===== src/hdl/nirpd_pkg.sv =====
// Shared types and constants for the NEC infrared pulse decoder.
// Used by every module in the hdl folder; it has no dependencies of its own.
package nirpd_pkg;

    localparam int DURATION_BITS_DEF = 16;
    localparam int DUR_W             = 16;
    localparam int CFG_W             = 16;
    localparam int CFG_IDX_W         = 3;

    // Register indexes on the configuration port.
    localparam logic [CFG_IDX_W-1:0] REG_HEADER_MARK_MIN  = 3'd0;
    localparam logic [CFG_IDX_W-1:0] REG_HEADER_MARK_MAX  = 3'd1;
    localparam logic [CFG_IDX_W-1:0] REG_HEADER_SPACE_MIN = 3'd2;
    localparam logic [CFG_IDX_W-1:0] REG_HEADER_SPACE_MAX = 3'd3;
    localparam logic [CFG_IDX_W-1:0] REG_SHORT_PULSE_MIN  = 3'd4;
    localparam logic [CFG_IDX_W-1:0] REG_SHORT_PULSE_MAX  = 3'd5;
    localparam logic [CFG_IDX_W-1:0] REG_ONE_SPACE_MIN    = 3'd6;
    localparam logic [CFG_IDX_W-1:0] REG_ONE_SPACE_MAX    = 3'd7;

    // Values after reset, in microseconds.
    localparam logic [CFG_W-1:0] HEADER_MARK_MIN_RST  = 16'd8500;
    localparam logic [CFG_W-1:0] HEADER_MARK_MAX_RST  = 16'd9500;
    localparam logic [CFG_W-1:0] HEADER_SPACE_MIN_RST = 16'd4000;
    localparam logic [CFG_W-1:0] HEADER_SPACE_MAX_RST = 16'd5000;
    localparam logic [CFG_W-1:0] SHORT_PULSE_MIN_RST  = 16'd400;
    localparam logic [CFG_W-1:0] SHORT_PULSE_MAX_RST  = 16'd700;
    localparam logic [CFG_W-1:0] ONE_SPACE_MIN_RST    = 16'd1500;
    localparam logic [CFG_W-1:0] ONE_SPACE_MAX_RST    = 16'd2000;

    localparam logic [7:0] BYTE_MASK = 8'hFF;

    typedef struct packed {
        logic             pulse_level;
        logic [DUR_W-1:0] pulse_duration;
        logic             last_pulse;
    } nirpd_pulse_t;

    typedef struct packed {
        logic       frame_valid;
        logic [7:0] address;
        logic [7:0] command;
    } nirpd_result_t;

    typedef struct packed {
        logic [CFG_W-1:0] header_mark_min;
        logic [CFG_W-1:0] header_mark_max;
        logic [CFG_W-1:0] header_space_min;
        logic [CFG_W-1:0] header_space_max;
        logic [CFG_W-1:0] short_pulse_min;
        logic [CFG_W-1:0] short_pulse_max;
        logic [CFG_W-1:0] one_space_min;
        logic [CFG_W-1:0] one_space_max;
    } nirpd_cfg_t;

    // Outcome of the window checks on one pulse.
    typedef struct packed {
        logic level;
        logic header_mark_ok;
        logic header_space_ok;
        logic short_ok;
        logic one_ok;
        logic last;
    } nirpd_flags_t;

endpackage


===== src/hdl/nirpd_pulse_check.sv =====
// Window comparators that classify one registered pulse.
// Depends on nirpd_pkg for the pulse, configuration and flag types.
module nirpd_pulse_check #(
    parameter int DURATION_BITS = nirpd_pkg::DURATION_BITS_DEF
) (
    input  nirpd_pkg::nirpd_pulse_t pulse,
    input  nirpd_pkg::nirpd_cfg_t   cfg,
    output nirpd_pkg::nirpd_flags_t flags
);
    import nirpd_pkg::*;

    localparam int CMP_W = (DURATION_BITS > CFG_W) ? DURATION_BITS : CFG_W;

    logic [CMP_W-1:0] dur;

    function automatic logic in_window(input logic [CMP_W-1:0] d,
                                       input logic [CFG_W-1:0] lo,
                                       input logic [CFG_W-1:0] hi);
        return (d > CMP_W'(lo)) && (d < CMP_W'(hi));
    endfunction

    // Only the low DURATION_BITS bits of the duration take part in the checks.
    assign dur = CMP_W'(pulse.pulse_duration) & ~({CMP_W{1'b1}} << DURATION_BITS);

    always_comb begin
        flags.level           = pulse.pulse_level;
        flags.last            = pulse.last_pulse;
        flags.header_mark_ok  = in_window(dur, cfg.header_mark_min, cfg.header_mark_max);
        flags.header_space_ok = in_window(dur, cfg.header_space_min, cfg.header_space_max);
        flags.short_ok        = in_window(dur, cfg.short_pulse_min, cfg.short_pulse_max);
        flags.one_ok          = in_window(dur, cfg.one_space_min, cfg.one_space_max);
    end

endmodule


===== src/hdl/nirpd_frame.sv =====
// Frame sequencer: phase tracking, bit shift register and the final validity check.
// Depends on nirpd_pkg for the flag and result types.
module nirpd_frame (
    input  logic                     aclk,
    input  logic                     aresetn,
    input  logic                     step,
    input  nirpd_pkg::nirpd_flags_t  flags,
    output logic                     result_fire,
    output nirpd_pkg::nirpd_result_t result
);
    import nirpd_pkg::*;

    typedef enum logic [3:0] {
        PH_HDR_MARK  = 4'b0001,
        PH_HDR_SPACE = 4'b0010,
        PH_BIT_MARK  = 4'b0100,
        PH_BIT_SPACE = 4'b1000
    } phase_t;

    phase_t      phase_reg, phase_next, phase_adv;
    logic [31:0] shift_reg, shift_next, shift_adv;
    logic        pend_reg, pend_next, pend_adv;
    logic        failed_reg, failed_next, failed_adv;
    logic        valid;

    always_comb begin
        phase_adv  = phase_reg;
        shift_adv  = shift_reg;
        pend_adv   = pend_reg;
        failed_adv = failed_reg;
        case (phase_reg)
            PH_HDR_MARK: begin
                if (flags.level || !flags.header_mark_ok) begin
                    failed_adv = 1'b1;
                end
                phase_adv = PH_HDR_SPACE;
            end
            PH_HDR_SPACE: begin
                if (!flags.level || !flags.header_space_ok) begin
                    failed_adv = 1'b1;
                end
                phase_adv = PH_BIT_MARK;
            end
            PH_BIT_MARK: begin
                pend_adv  = !flags.level && flags.short_ok;
                phase_adv = PH_BIT_SPACE;
            end
            default: begin
                // The level of a bit space is not checked, only its length.
                if (!failed_reg) begin
                    if (!pend_reg) begin
                        failed_adv = 1'b1;
                    end else if (flags.short_ok) begin
                        shift_adv = {1'b0, shift_reg[31:1]};
                    end else if (flags.one_ok) begin
                        shift_adv = {1'b1, shift_reg[31:1]};
                    end else begin
                        failed_adv = 1'b1;
                    end
                end
                phase_adv = PH_BIT_MARK;
            end
        endcase
    end

    // A frame that ends on its header mark is too short to be valid.
    assign valid = !failed_adv && (phase_adv != PH_HDR_SPACE)
                   && (shift_adv[7:0] == (~shift_adv[15:8] & BYTE_MASK))
                   && (shift_adv[23:16] == (~shift_adv[31:24] & BYTE_MASK));

    assign result_fire        = step && flags.last;
    assign result.frame_valid = valid;
    assign result.address     = valid ? shift_adv[7:0] : 8'd0;
    assign result.command     = valid ? shift_adv[23:16] : 8'd0;

    always_comb begin
        phase_next  = phase_reg;
        shift_next  = shift_reg;
        pend_next   = pend_reg;
        failed_next = failed_reg;
        if (step) begin
            if (flags.last) begin
                phase_next  = PH_HDR_MARK;
                shift_next  = '0;
                pend_next   = 1'b0;
                failed_next = 1'b0;
            end else begin
                phase_next  = phase_adv;
                shift_next  = shift_adv;
                pend_next   = pend_adv;
                failed_next = failed_adv;
            end
        end
    end

    always_ff @(posedge aclk) begin
        if (!aresetn) begin
            phase_reg  <= PH_HDR_MARK;
            shift_reg  <= '0;
            pend_reg   <= 1'b0;
            failed_reg <= 1'b0;
        end else begin
            phase_reg  <= phase_next;
            shift_reg  <= shift_next;
            pend_reg   <= pend_next;
            failed_reg <= failed_next;
        end
    end

endmodule


===== src/hdl/nec_ir_pulse_decoder.sv =====
// Decodes NEC infrared frames from captured pulses, one pulse per transfer, and gives one
// result per frame on the transfer that carries the last-pulse mark. A pulse is taken every
// clock cycle while results are being drained; each pulse passes through an input register,
// the window compares and frame update, and a result register. A result is written to the
// result register when its final pulse leaves the input register, which waits while the
// result register is full and not being taken. Throughput stalls only when the result
// register is full and not being taken. The eight window registers reset to standard NEC
// timings and should be written only while no frame is in flight.
// Depends on nirpd_pkg, nirpd_pulse_check and nirpd_frame.
module nec_ir_pulse_decoder #(
    parameter int DURATION_BITS = nirpd_pkg::DURATION_BITS_DEF
) (
    input  logic                                 aclk,
    input  logic                                 aresetn,
    input  logic                                 s_valid,
    output logic                                 s_ready,
    input  nirpd_pkg::nirpd_pulse_t              s_payload,
    output logic                                 m_valid,
    input  logic                                 m_ready,
    output nirpd_pkg::nirpd_result_t             m_payload,
    input  logic                                 cfg_wr_en,
    input  logic [nirpd_pkg::CFG_IDX_W-1:0]      cfg_wr_index,
    input  logic [nirpd_pkg::CFG_W-1:0]          cfg_wr_data
);
    import nirpd_pkg::*;

    nirpd_cfg_t    cfg_reg, cfg_next;
    nirpd_pulse_t  in_data_reg;
    logic          in_valid_reg, in_valid_next;
    nirpd_result_t out_data_reg;
    logic          out_valid_reg, out_valid_next;
    nirpd_flags_t  flags;
    nirpd_result_t result;
    logic          result_fire;
    logic          advance;

    // The staged pulse moves on once the result register can take whatever it produces.
    assign advance = in_valid_reg && (!out_valid_reg || m_ready);
    assign s_ready = !in_valid_reg || advance;
    assign m_valid   = out_valid_reg;
    assign m_payload = out_data_reg;

    always_comb begin
        cfg_next = cfg_reg;
        if (cfg_wr_en) begin
            case (cfg_wr_index)
                REG_HEADER_MARK_MIN:  cfg_next.header_mark_min  = cfg_wr_data;
                REG_HEADER_MARK_MAX:  cfg_next.header_mark_max  = cfg_wr_data;
                REG_HEADER_SPACE_MIN: cfg_next.header_space_min = cfg_wr_data;
                REG_HEADER_SPACE_MAX: cfg_next.header_space_max = cfg_wr_data;
                REG_SHORT_PULSE_MIN:  cfg_next.short_pulse_min  = cfg_wr_data;
                REG_SHORT_PULSE_MAX:  cfg_next.short_pulse_max  = cfg_wr_data;
                REG_ONE_SPACE_MIN:    cfg_next.one_space_min    = cfg_wr_data;
                REG_ONE_SPACE_MAX:    cfg_next.one_space_max    = cfg_wr_data;
                default:              cfg_next = cfg_reg;
            endcase
        end
    end

    always_comb begin
        in_valid_next = in_valid_reg;
        if (s_valid && s_ready) begin
            in_valid_next = 1'b1;
        end else if (advance) begin
            in_valid_next = 1'b0;
        end
        out_valid_next = out_valid_reg;
        if (advance && result_fire) begin
            out_valid_next = 1'b1;
        end else if (m_ready) begin
            out_valid_next = 1'b0;
        end
    end

    always_ff @(posedge aclk) begin
        if (!aresetn) begin
            cfg_reg.header_mark_min  <= HEADER_MARK_MIN_RST;
            cfg_reg.header_mark_max  <= HEADER_MARK_MAX_RST;
            cfg_reg.header_space_min <= HEADER_SPACE_MIN_RST;
            cfg_reg.header_space_max <= HEADER_SPACE_MAX_RST;
            cfg_reg.short_pulse_min  <= SHORT_PULSE_MIN_RST;
            cfg_reg.short_pulse_max  <= SHORT_PULSE_MAX_RST;
            cfg_reg.one_space_min    <= ONE_SPACE_MIN_RST;
            cfg_reg.one_space_max    <= ONE_SPACE_MAX_RST;
            in_valid_reg             <= 1'b0;
            out_valid_reg            <= 1'b0;
        end else begin
            cfg_reg       <= cfg_next;
            in_valid_reg  <= in_valid_next;
            out_valid_reg <= out_valid_next;
        end
    end

    always_ff @(posedge aclk) begin
        if (s_valid && s_ready) begin
            in_data_reg <= s_payload;
        end
        if (advance && result_fire) begin
            out_data_reg <= result;
        end
    end

    nirpd_pulse_check #(
        .DURATION_BITS(DURATION_BITS)
    ) u_pulse_check (
        .pulse (in_data_reg),
        .cfg   (cfg_reg),
        .flags (flags)
    );

    nirpd_frame u_frame (
        .aclk        (aclk),
        .aresetn     (aresetn),
        .step        (advance),
        .flags       (flags),
        .result_fire (result_fire),
        .result      (result)
    );

endmodule

===== config.mk =====
export PLATFORM = sky130hd
export DESIGN_NAME = nec_ir_pulse_decoder
export DESIGN_NICKNAME = d
export VERILOG_FILES = /design/src/hdl/nirpd_pkg.sv /design/src/hdl/nirpd_pulse_check.sv /design/src/hdl/nirpd_frame.sv /design/src/hdl/nec_ir_pulse_decoder.sv
export SDC_FILE = /design/constraint.sdc
export NUM_CORES = 1
export LEC_CHECK = 0
export ABC_AREA = 1
export BUFFER_PORTS_ARGS = -buffer_cell sky130_fd_sc_hd__buf_2
export CAP_MARGIN = 10
export CORE_MARGIN = 5
export CORE_UTILIZATION = 50
export DETAILED_ROUTE_END_ITERATION = 16
export PLACE_DENSITY_LB_ADDON = 0.3
export SLEW_MARGIN = 20
export SYNTH_ARGS = -nofsm -noshare
export SYNTH_HDL_FRONTEND = slang
export SYNTH_SLANG_ARGS = --single-unit

===== constraint.sdc =====
create_clock -name aclk -period 5.1 [get_ports aclk]
set_input_delay 0.51 -clock aclk [delete_from_list [all_inputs] [get_ports aclk]]
set_output_delay 0.51 -clock aclk [all_outputs]
set_load 0.01 [all_outputs]

After elaboration in Yosys (flattened, before gate mapping)
Cells that the tools add are included.
{ "classes": {"n_bitwise": 2, "reduce_logical": 36, "shifts": 0, "mux": 22, "div_mod_pow": 0, "add_sub_neg": 0, "n_mul": 0, "magnitude_cmp": 8, "eq_ne": 13} }
{ "ops": {"columns": ["cell", "n"], "rows": [
  ["$mux 32", 6],
  ["$gt 16x16->1", 4],
  ["$lt 16x16->1", 4],
  ["$reduce_and 2->1", 9],
  ["$eq 8x8->1", 2],
  ["$not 8->8", 2],
  ["$mux 1", 13],
  ["$eq 3x3->1 const B", 4],
  ["$logic_and 1x1->1", 12],
  ["$pmux 4 s2", 1],
  ["$eq 3x2->1 const B", 2],
  ["$logic_not 1->1", 6],
  ["$reduce_bool 2->1", 3],
  ["$eq 4x1->1 const B", 1],
  ["$eq 4x2->1 const B", 1],
  ["$eq 4x3->1 const B", 1],
  ["$logic_or 1x1->1", 4],
  ["$mux 4", 1],
  ["$ne 4x2->1 const B", 1],
  ["$eq 3x1->1 const B", 1],
  ["$logic_not 3->1", 1],
  ["$pmux 1 s3", 1],
  ["$reduce_or 3->1", 1]
]} }
{ "word_totals": {"n_memories": 0, "romBits": 0, "reg_bits": 203, "wordCells": 101, "latchBits": 0, "mem_bits_rw": 0, "output_inout_bits": 19, "in_bits": 42} }

Longest topological paths before layout
{ "depth": {"ltp_word": 11, "ltp_mapped": 26, "depth_no_buf": 24} }

By module
Synthesis repeated with hierarchy kept, for this count alone.
{ "unflattened": {"cells_unflattened": 1729, "hier_area_um2": 11951.5} }
{ "by_module_without_submodules": {"columns": ["mod", "cells_per_inst", "area_each_um2", "seq_area_each_um2", "n_inst"], "rows": [
  ["nec_ir_pulse_decoder", 733, 6057.1, 3653.5, 1],
  ["nirpd_pulse_check", 540, 3313.2, 0.0, 1],
  ["nirpd_frame", 456, 2581.2, 760.7, 1]
]} }

Worst setup path after synthesis
Ideal clock, no wire load.
{ "synth_path": {"kind": "register -> register", "start": "reg in_data_reg[16] (netlist bit)", "end": "reg out_data_reg, in the netlist m_payload[12] (data pin)", "required_ns": 4.965, "path_buffers": 2, "stages_incl_launch_ff": 20, "setup_slack_ns": 2.458, "synth_period_minus_slack_ns": 2.642, "t_arrival_ns": 2.507, "setup_ns": 0.135, "cell_sequence": "edfxtp_1 -> ha_1 -> a21oi_1 -> o21a_1 -> nand2_1 -> nor2_1 -> nand3_2 -> nand2_4 -> nand2_4 -> buf_6 -> nand2_1 -> nand2_1 -> nand2_1 -> nand2_1 -> nor2_1 -> nand2_1 -> nor2_1 -> nand3_2 -> buf_6 -> nor2_2"} }
{ "synth_via": {"elab_chain_len": 11, "word_cells_on_any_way": 36, "cone_classes": "8 x order compare; 2 x eq/ne; 12 x mux; 2 x bitwise; 12 x reduce/logical"} }
{ "synth_lines": {"columns": ["item", "line_no", "rtl"], "rows": [
  ["start, declared", "nec_ir_pulse_decoder.sv:28", "nirpd_pulse_t in_data_reg;"],
  ["start signal, assigned", "nec_ir_pulse_decoder.sv:96", "in_data_reg <= s_payload;"],
  ["$gt 16x16->1 or $lt 16x16->1 (tied branches)", "nirpd_pulse_check.sv:19", "return (d > CMP_W'(lo)) && (d < CMP_W'(hi));"],
  ["$logic_and 1x1->1", "nirpd_pulse_check.sv:19", null],
  ["$mux 32 or $mux 1 (tied branches)", "nirpd_frame.sv:55", "end else if (flags.one_ok) begin"],
  ["$mux 32 or $mux 1 (tied branches)", "nirpd_frame.sv:53", "end else if (flags.short_ok) begin"],
  ["$mux 32 or $mux 1 (tied branches)", "nirpd_frame.sv:51", "if (!pend_reg) begin"],
  ["$mux 32 or $mux 1 (tied branches)", "nirpd_frame.sv:50", "if (!failed_reg) begin"],
  ["$mux 32 or $pmux 1 s3 (tied branches)", "nirpd_frame.sv:31", "case (phase_reg)"],
  ["$not 8->8 or $logic_not 1->1 (tied branches)", "nirpd_frame.sv:68, nirpd_frame.sv:67", null],
  ["$eq 8x8->1 or $logic_and 1x1->1 (tied branches)", "nirpd_frame.sv:68, nirpd_frame.sv:67", null],
  ["$logic_and 1x1->1", "nirpd_frame.sv:68", "&& (shift_adv[7:0] == (~shift_adv[15:8] & BYTE_MASK))"],
  ["$logic_and 1x1->1", "nirpd_frame.sv:69", "&& (shift_adv[23:16] == (~shift_adv[31:24] & BYTE_MASK));"],
  ["end signal, assigned", "nec_ir_pulse_decoder.sv:99", "out_data_reg <= result;"],
  ["end, declared", "nec_ir_pulse_decoder.sv:30", "nirpd_result_t out_data_reg;"]
]} }
Parallel ways exist; a longest one is shown, timed or not.
A chain may end at the register's enable or synchronous reset.

Final worst setup path
{ "layout_path": {"start": "reg in_data_reg[12] (netlist bit)", "end": "reg out_data_reg, in the netlist m_payload[12] (data pin)"} }
Same word-level chain as after synthesis.

==> impl_metrics.json <==
{
  "run_status": "completed",
  "p_comb_share_pct": 10.5,
  "antenna_found_initial": 0,
  "internal_power_mw": 2.75,
  "synthesis.nets": 1630,
  "final_cell_mix": "nand2_1 (336), inv_1 (200), a21oi_1 (171), dfxtp_1 (168), ha_1 (124)",
  "final_util_pct": 56.3,
  "fin_crit_sh_pct": 79.7,
  "crit_fanout": 60,
  "port_buffers": 60,
  "drt-pass1-iter-count": 8,
  "htreeDepth": 1,
  "synthCells": 1464,
  "route.detailed.drc": 0,
  "drt-initial-drc-count": 740,
  "swShare_pct": 25.9,
  "vias": 9604,
  "dp_cells": 1757,
  "ys_warn_count": 0,
  "seq_power_share_pct": 46.1,
  "clock_latency_ns": 0.51,
  "fin_skew_ns": 0.0148,
  "wl_per_cell_um": 16.3,
  "drive_above_1_share_pct": 9.42,
  "p_clk_share_pct": 43.4,
  "p_leak_nw": 5.57,
  "final_hold_viol_count": 0,
  "die_area_mm2": 0.0253,
  "area_delta_synth_final_pct": 10.7,
  "ys_seq_area_share_pct": 39.8,
  "maxCapViolCount": 0,
  "yosysUniqueCellTypes": 37,
  "powerDensity_mw_per_mm2": 302,
  "setup_violations": 0,
  "final_common_cell": "nand2_1",
  "tns_ns": 0,
  "grt_pass1_wl_um": 46600,
  "cts_tree": "done",
  "ys_seq_elements": 203,
  "largest_reg_flops": 128,
  "instances_no_fill": 1798,
  "avgSynthCellArea_um2": 7.57,
  "cts_setup_buffers": 0,
  "critPathArrivalTime_ns": 4.41,
  "finalPower_mw": 3.71,
  "drv_slew": 0,
  "clk_pin_slew_ns": 0.06,
  "synth_area_leader_cell": "dfxtp_1",
  "max_freq_ghz": 0.246,
  "end_kind": "register",
  "clockRootBuffer": "clkbuf_16",
  "die_h_um": 159,
  "dpl.hpwl_um": 20700,
  "start_kind": "register",
  "netlist_area_mm2": 0.0111,
  "cts_resized": 0,
  "relSlewSlack_pct": 36.5,
  "max-vdd-ir-drop_v": 0.000280,
  "p_switching_mw": 0.960,
  "core_mm2": 0.0218,
  "ys_async_sr_fraction_pct": 0,
  "rsz0062_at_grt": "false",
  "dpl_cell_area_mm2": 0.0116,
  "ys_top_cells_by_area": "dfxtp_1 (30%), ha_1 (14%), nand2_1 (11%), edfxtp_1 (9.5%), a21oi_1 (7.7%)",
  "dieWidth_um": 159,
  "gp_congestion": 0.863,
  "start_util_pct": 50.8,
  "hold_path_class": "primary input to register",
  "grt_max_degree": 74,
  "drt-total-wl_um": 29300,
  "viasPerCell": 5.34,
  "antenna_cells": 0,
  "cp_data_required_time_ns": 5.45,
  "overflow": 0,
  "clkSinkCount": 203,
  "final_area_mm2": 0.0123,
  "synth_ff_type": "dfxtp_1",
  "num_io_pins": 61,
  "critical_path_class": "register to register",
  "nNetsFinal": 1668,
  "cts_buffers": 23,
  "synth-edff-count": 35,
  "grt_pass1_vias": 8625,
  "placementRows": 54,
  "min_period_ns": 4.07,
  "clk_path_buf_depth": 3,
  "final_antenna_net_count": 0,
  "grtUsageTotal_pct": 22.3,
  "synth_top_cell_area_share_pct": 30.3,
  "tightest_slew_ns": 0.951,
  "ctsHoldBuffers": 0
}
-- critical path, cell delays in order (launching register included) --
cell and delay [ns]:
edfxtp_1 0.55, ha_1 0.38, nand2_1 0.08, o21ai_0 0.32, a21oi_1 0.11, nand2_1 0.12, nand3_2 0.09, nand2_4 0.36
nand2_4 0.45, o21ai_1 0.38, nand2_1 0.09, nand2_1 0.07, nand3_1 0.12, nor2_1 0.14, nand3_2 0.39, nor2_2 0.21
-- routing by layer --
metal / vias to the layer above / share of wire, % / track usage (%)
met3: 42 / 7.2 / 3.34
met5: - / 0 / 0
li1: 4899 / - / -
met1: 4376 / 48 / 33.8
met4: 0 / 2.3 / 4.96
met2: 287 / 42 / 33.8
-- cell families after synthesis --
| kind of cell | share of synthesized area (%) |
|---|---|
| AOI/OAI and AO/OA | 17.2 |
| and+or+nand+nor | 19.1 |
| buffers and inverters | 9.83 |
| adders and majority gates | 14.0 |
| DFF | 39.8 |
-- per-stage QoR --
stage | setup slack, ns | hold slack [ns]
after floorplan | 2.46 | 0.435
after global placement | 1.11 | 0.450
after detailed placement | 1.05 | 0.453
after CTS | 1.04 | 0.158
after global routing | 0.625 | 0.159
final | 1.03 | 0.175
-- Yosys cell counts, drive strengths merged, types with 3 or more instances --
library cell  number
o21bai             3
nand4             14
a21oi            171
nor4               3
clkbuf            45
buf               15
a31oi              4
o21a               5
o21ai            120
nor2              90
nand2            341
nand3b             3
nand3             58
nor3               3
o211ai            41
ha               124
inv              212
dfxtp            168
edfxtp            35
-- power by group through the flow --
| stage | sequential (mW) | combinational (mW) | clock, mW |
|---|---|---|---|
| after floorplan | 1.73 | 0.264 | 0 |
| after global placement | 1.74 | 0.374 | 0 |
| after detailed placement | 1.74 | 0.386 | 0 |
| after CTS | 1.71 | 0.389 | 1.63 |
| after global routing | 1.71 | 0.443 | 1.70 |
| final | 1.71 | 0.390 | 1.61 |
-- area by class of cell --
class                           count  area (µm²)
Clock buffer                       31         647
Clock inverter                     10        77.6
Fill cell                        1999        9550
Inverter                          214         803
Multi-Input combinational cell    987        5590
Sequential cell                   203        4410
Tap cell                          280         350
Timing Repair Buffer               73         400
-- worst paths after layout --
path                                 endpoint  cells past startpoint  slack (ns)                      start
setup reg to reg  m_payload[12]$_SDFFCE_PN0P_                     15        1.03  in_data_reg[12]$_DFFE_PP_
setup / recovery  m_payload[12]$_SDFFCE_PN0P_                     15        1.03  in_data_reg[12]$_DFFE_PP_
hold reg to reg      cfg_reg[60]$_SDFFE_PN0P_                      2        0.46   cfg_reg[60]$_SDFFE_PN0P_
hold / removal       in_data_reg[9]$_DFFE_PP_                      1        0.18               s_payload[9]
No activity file was read; power rests on OpenSTA's default activity.
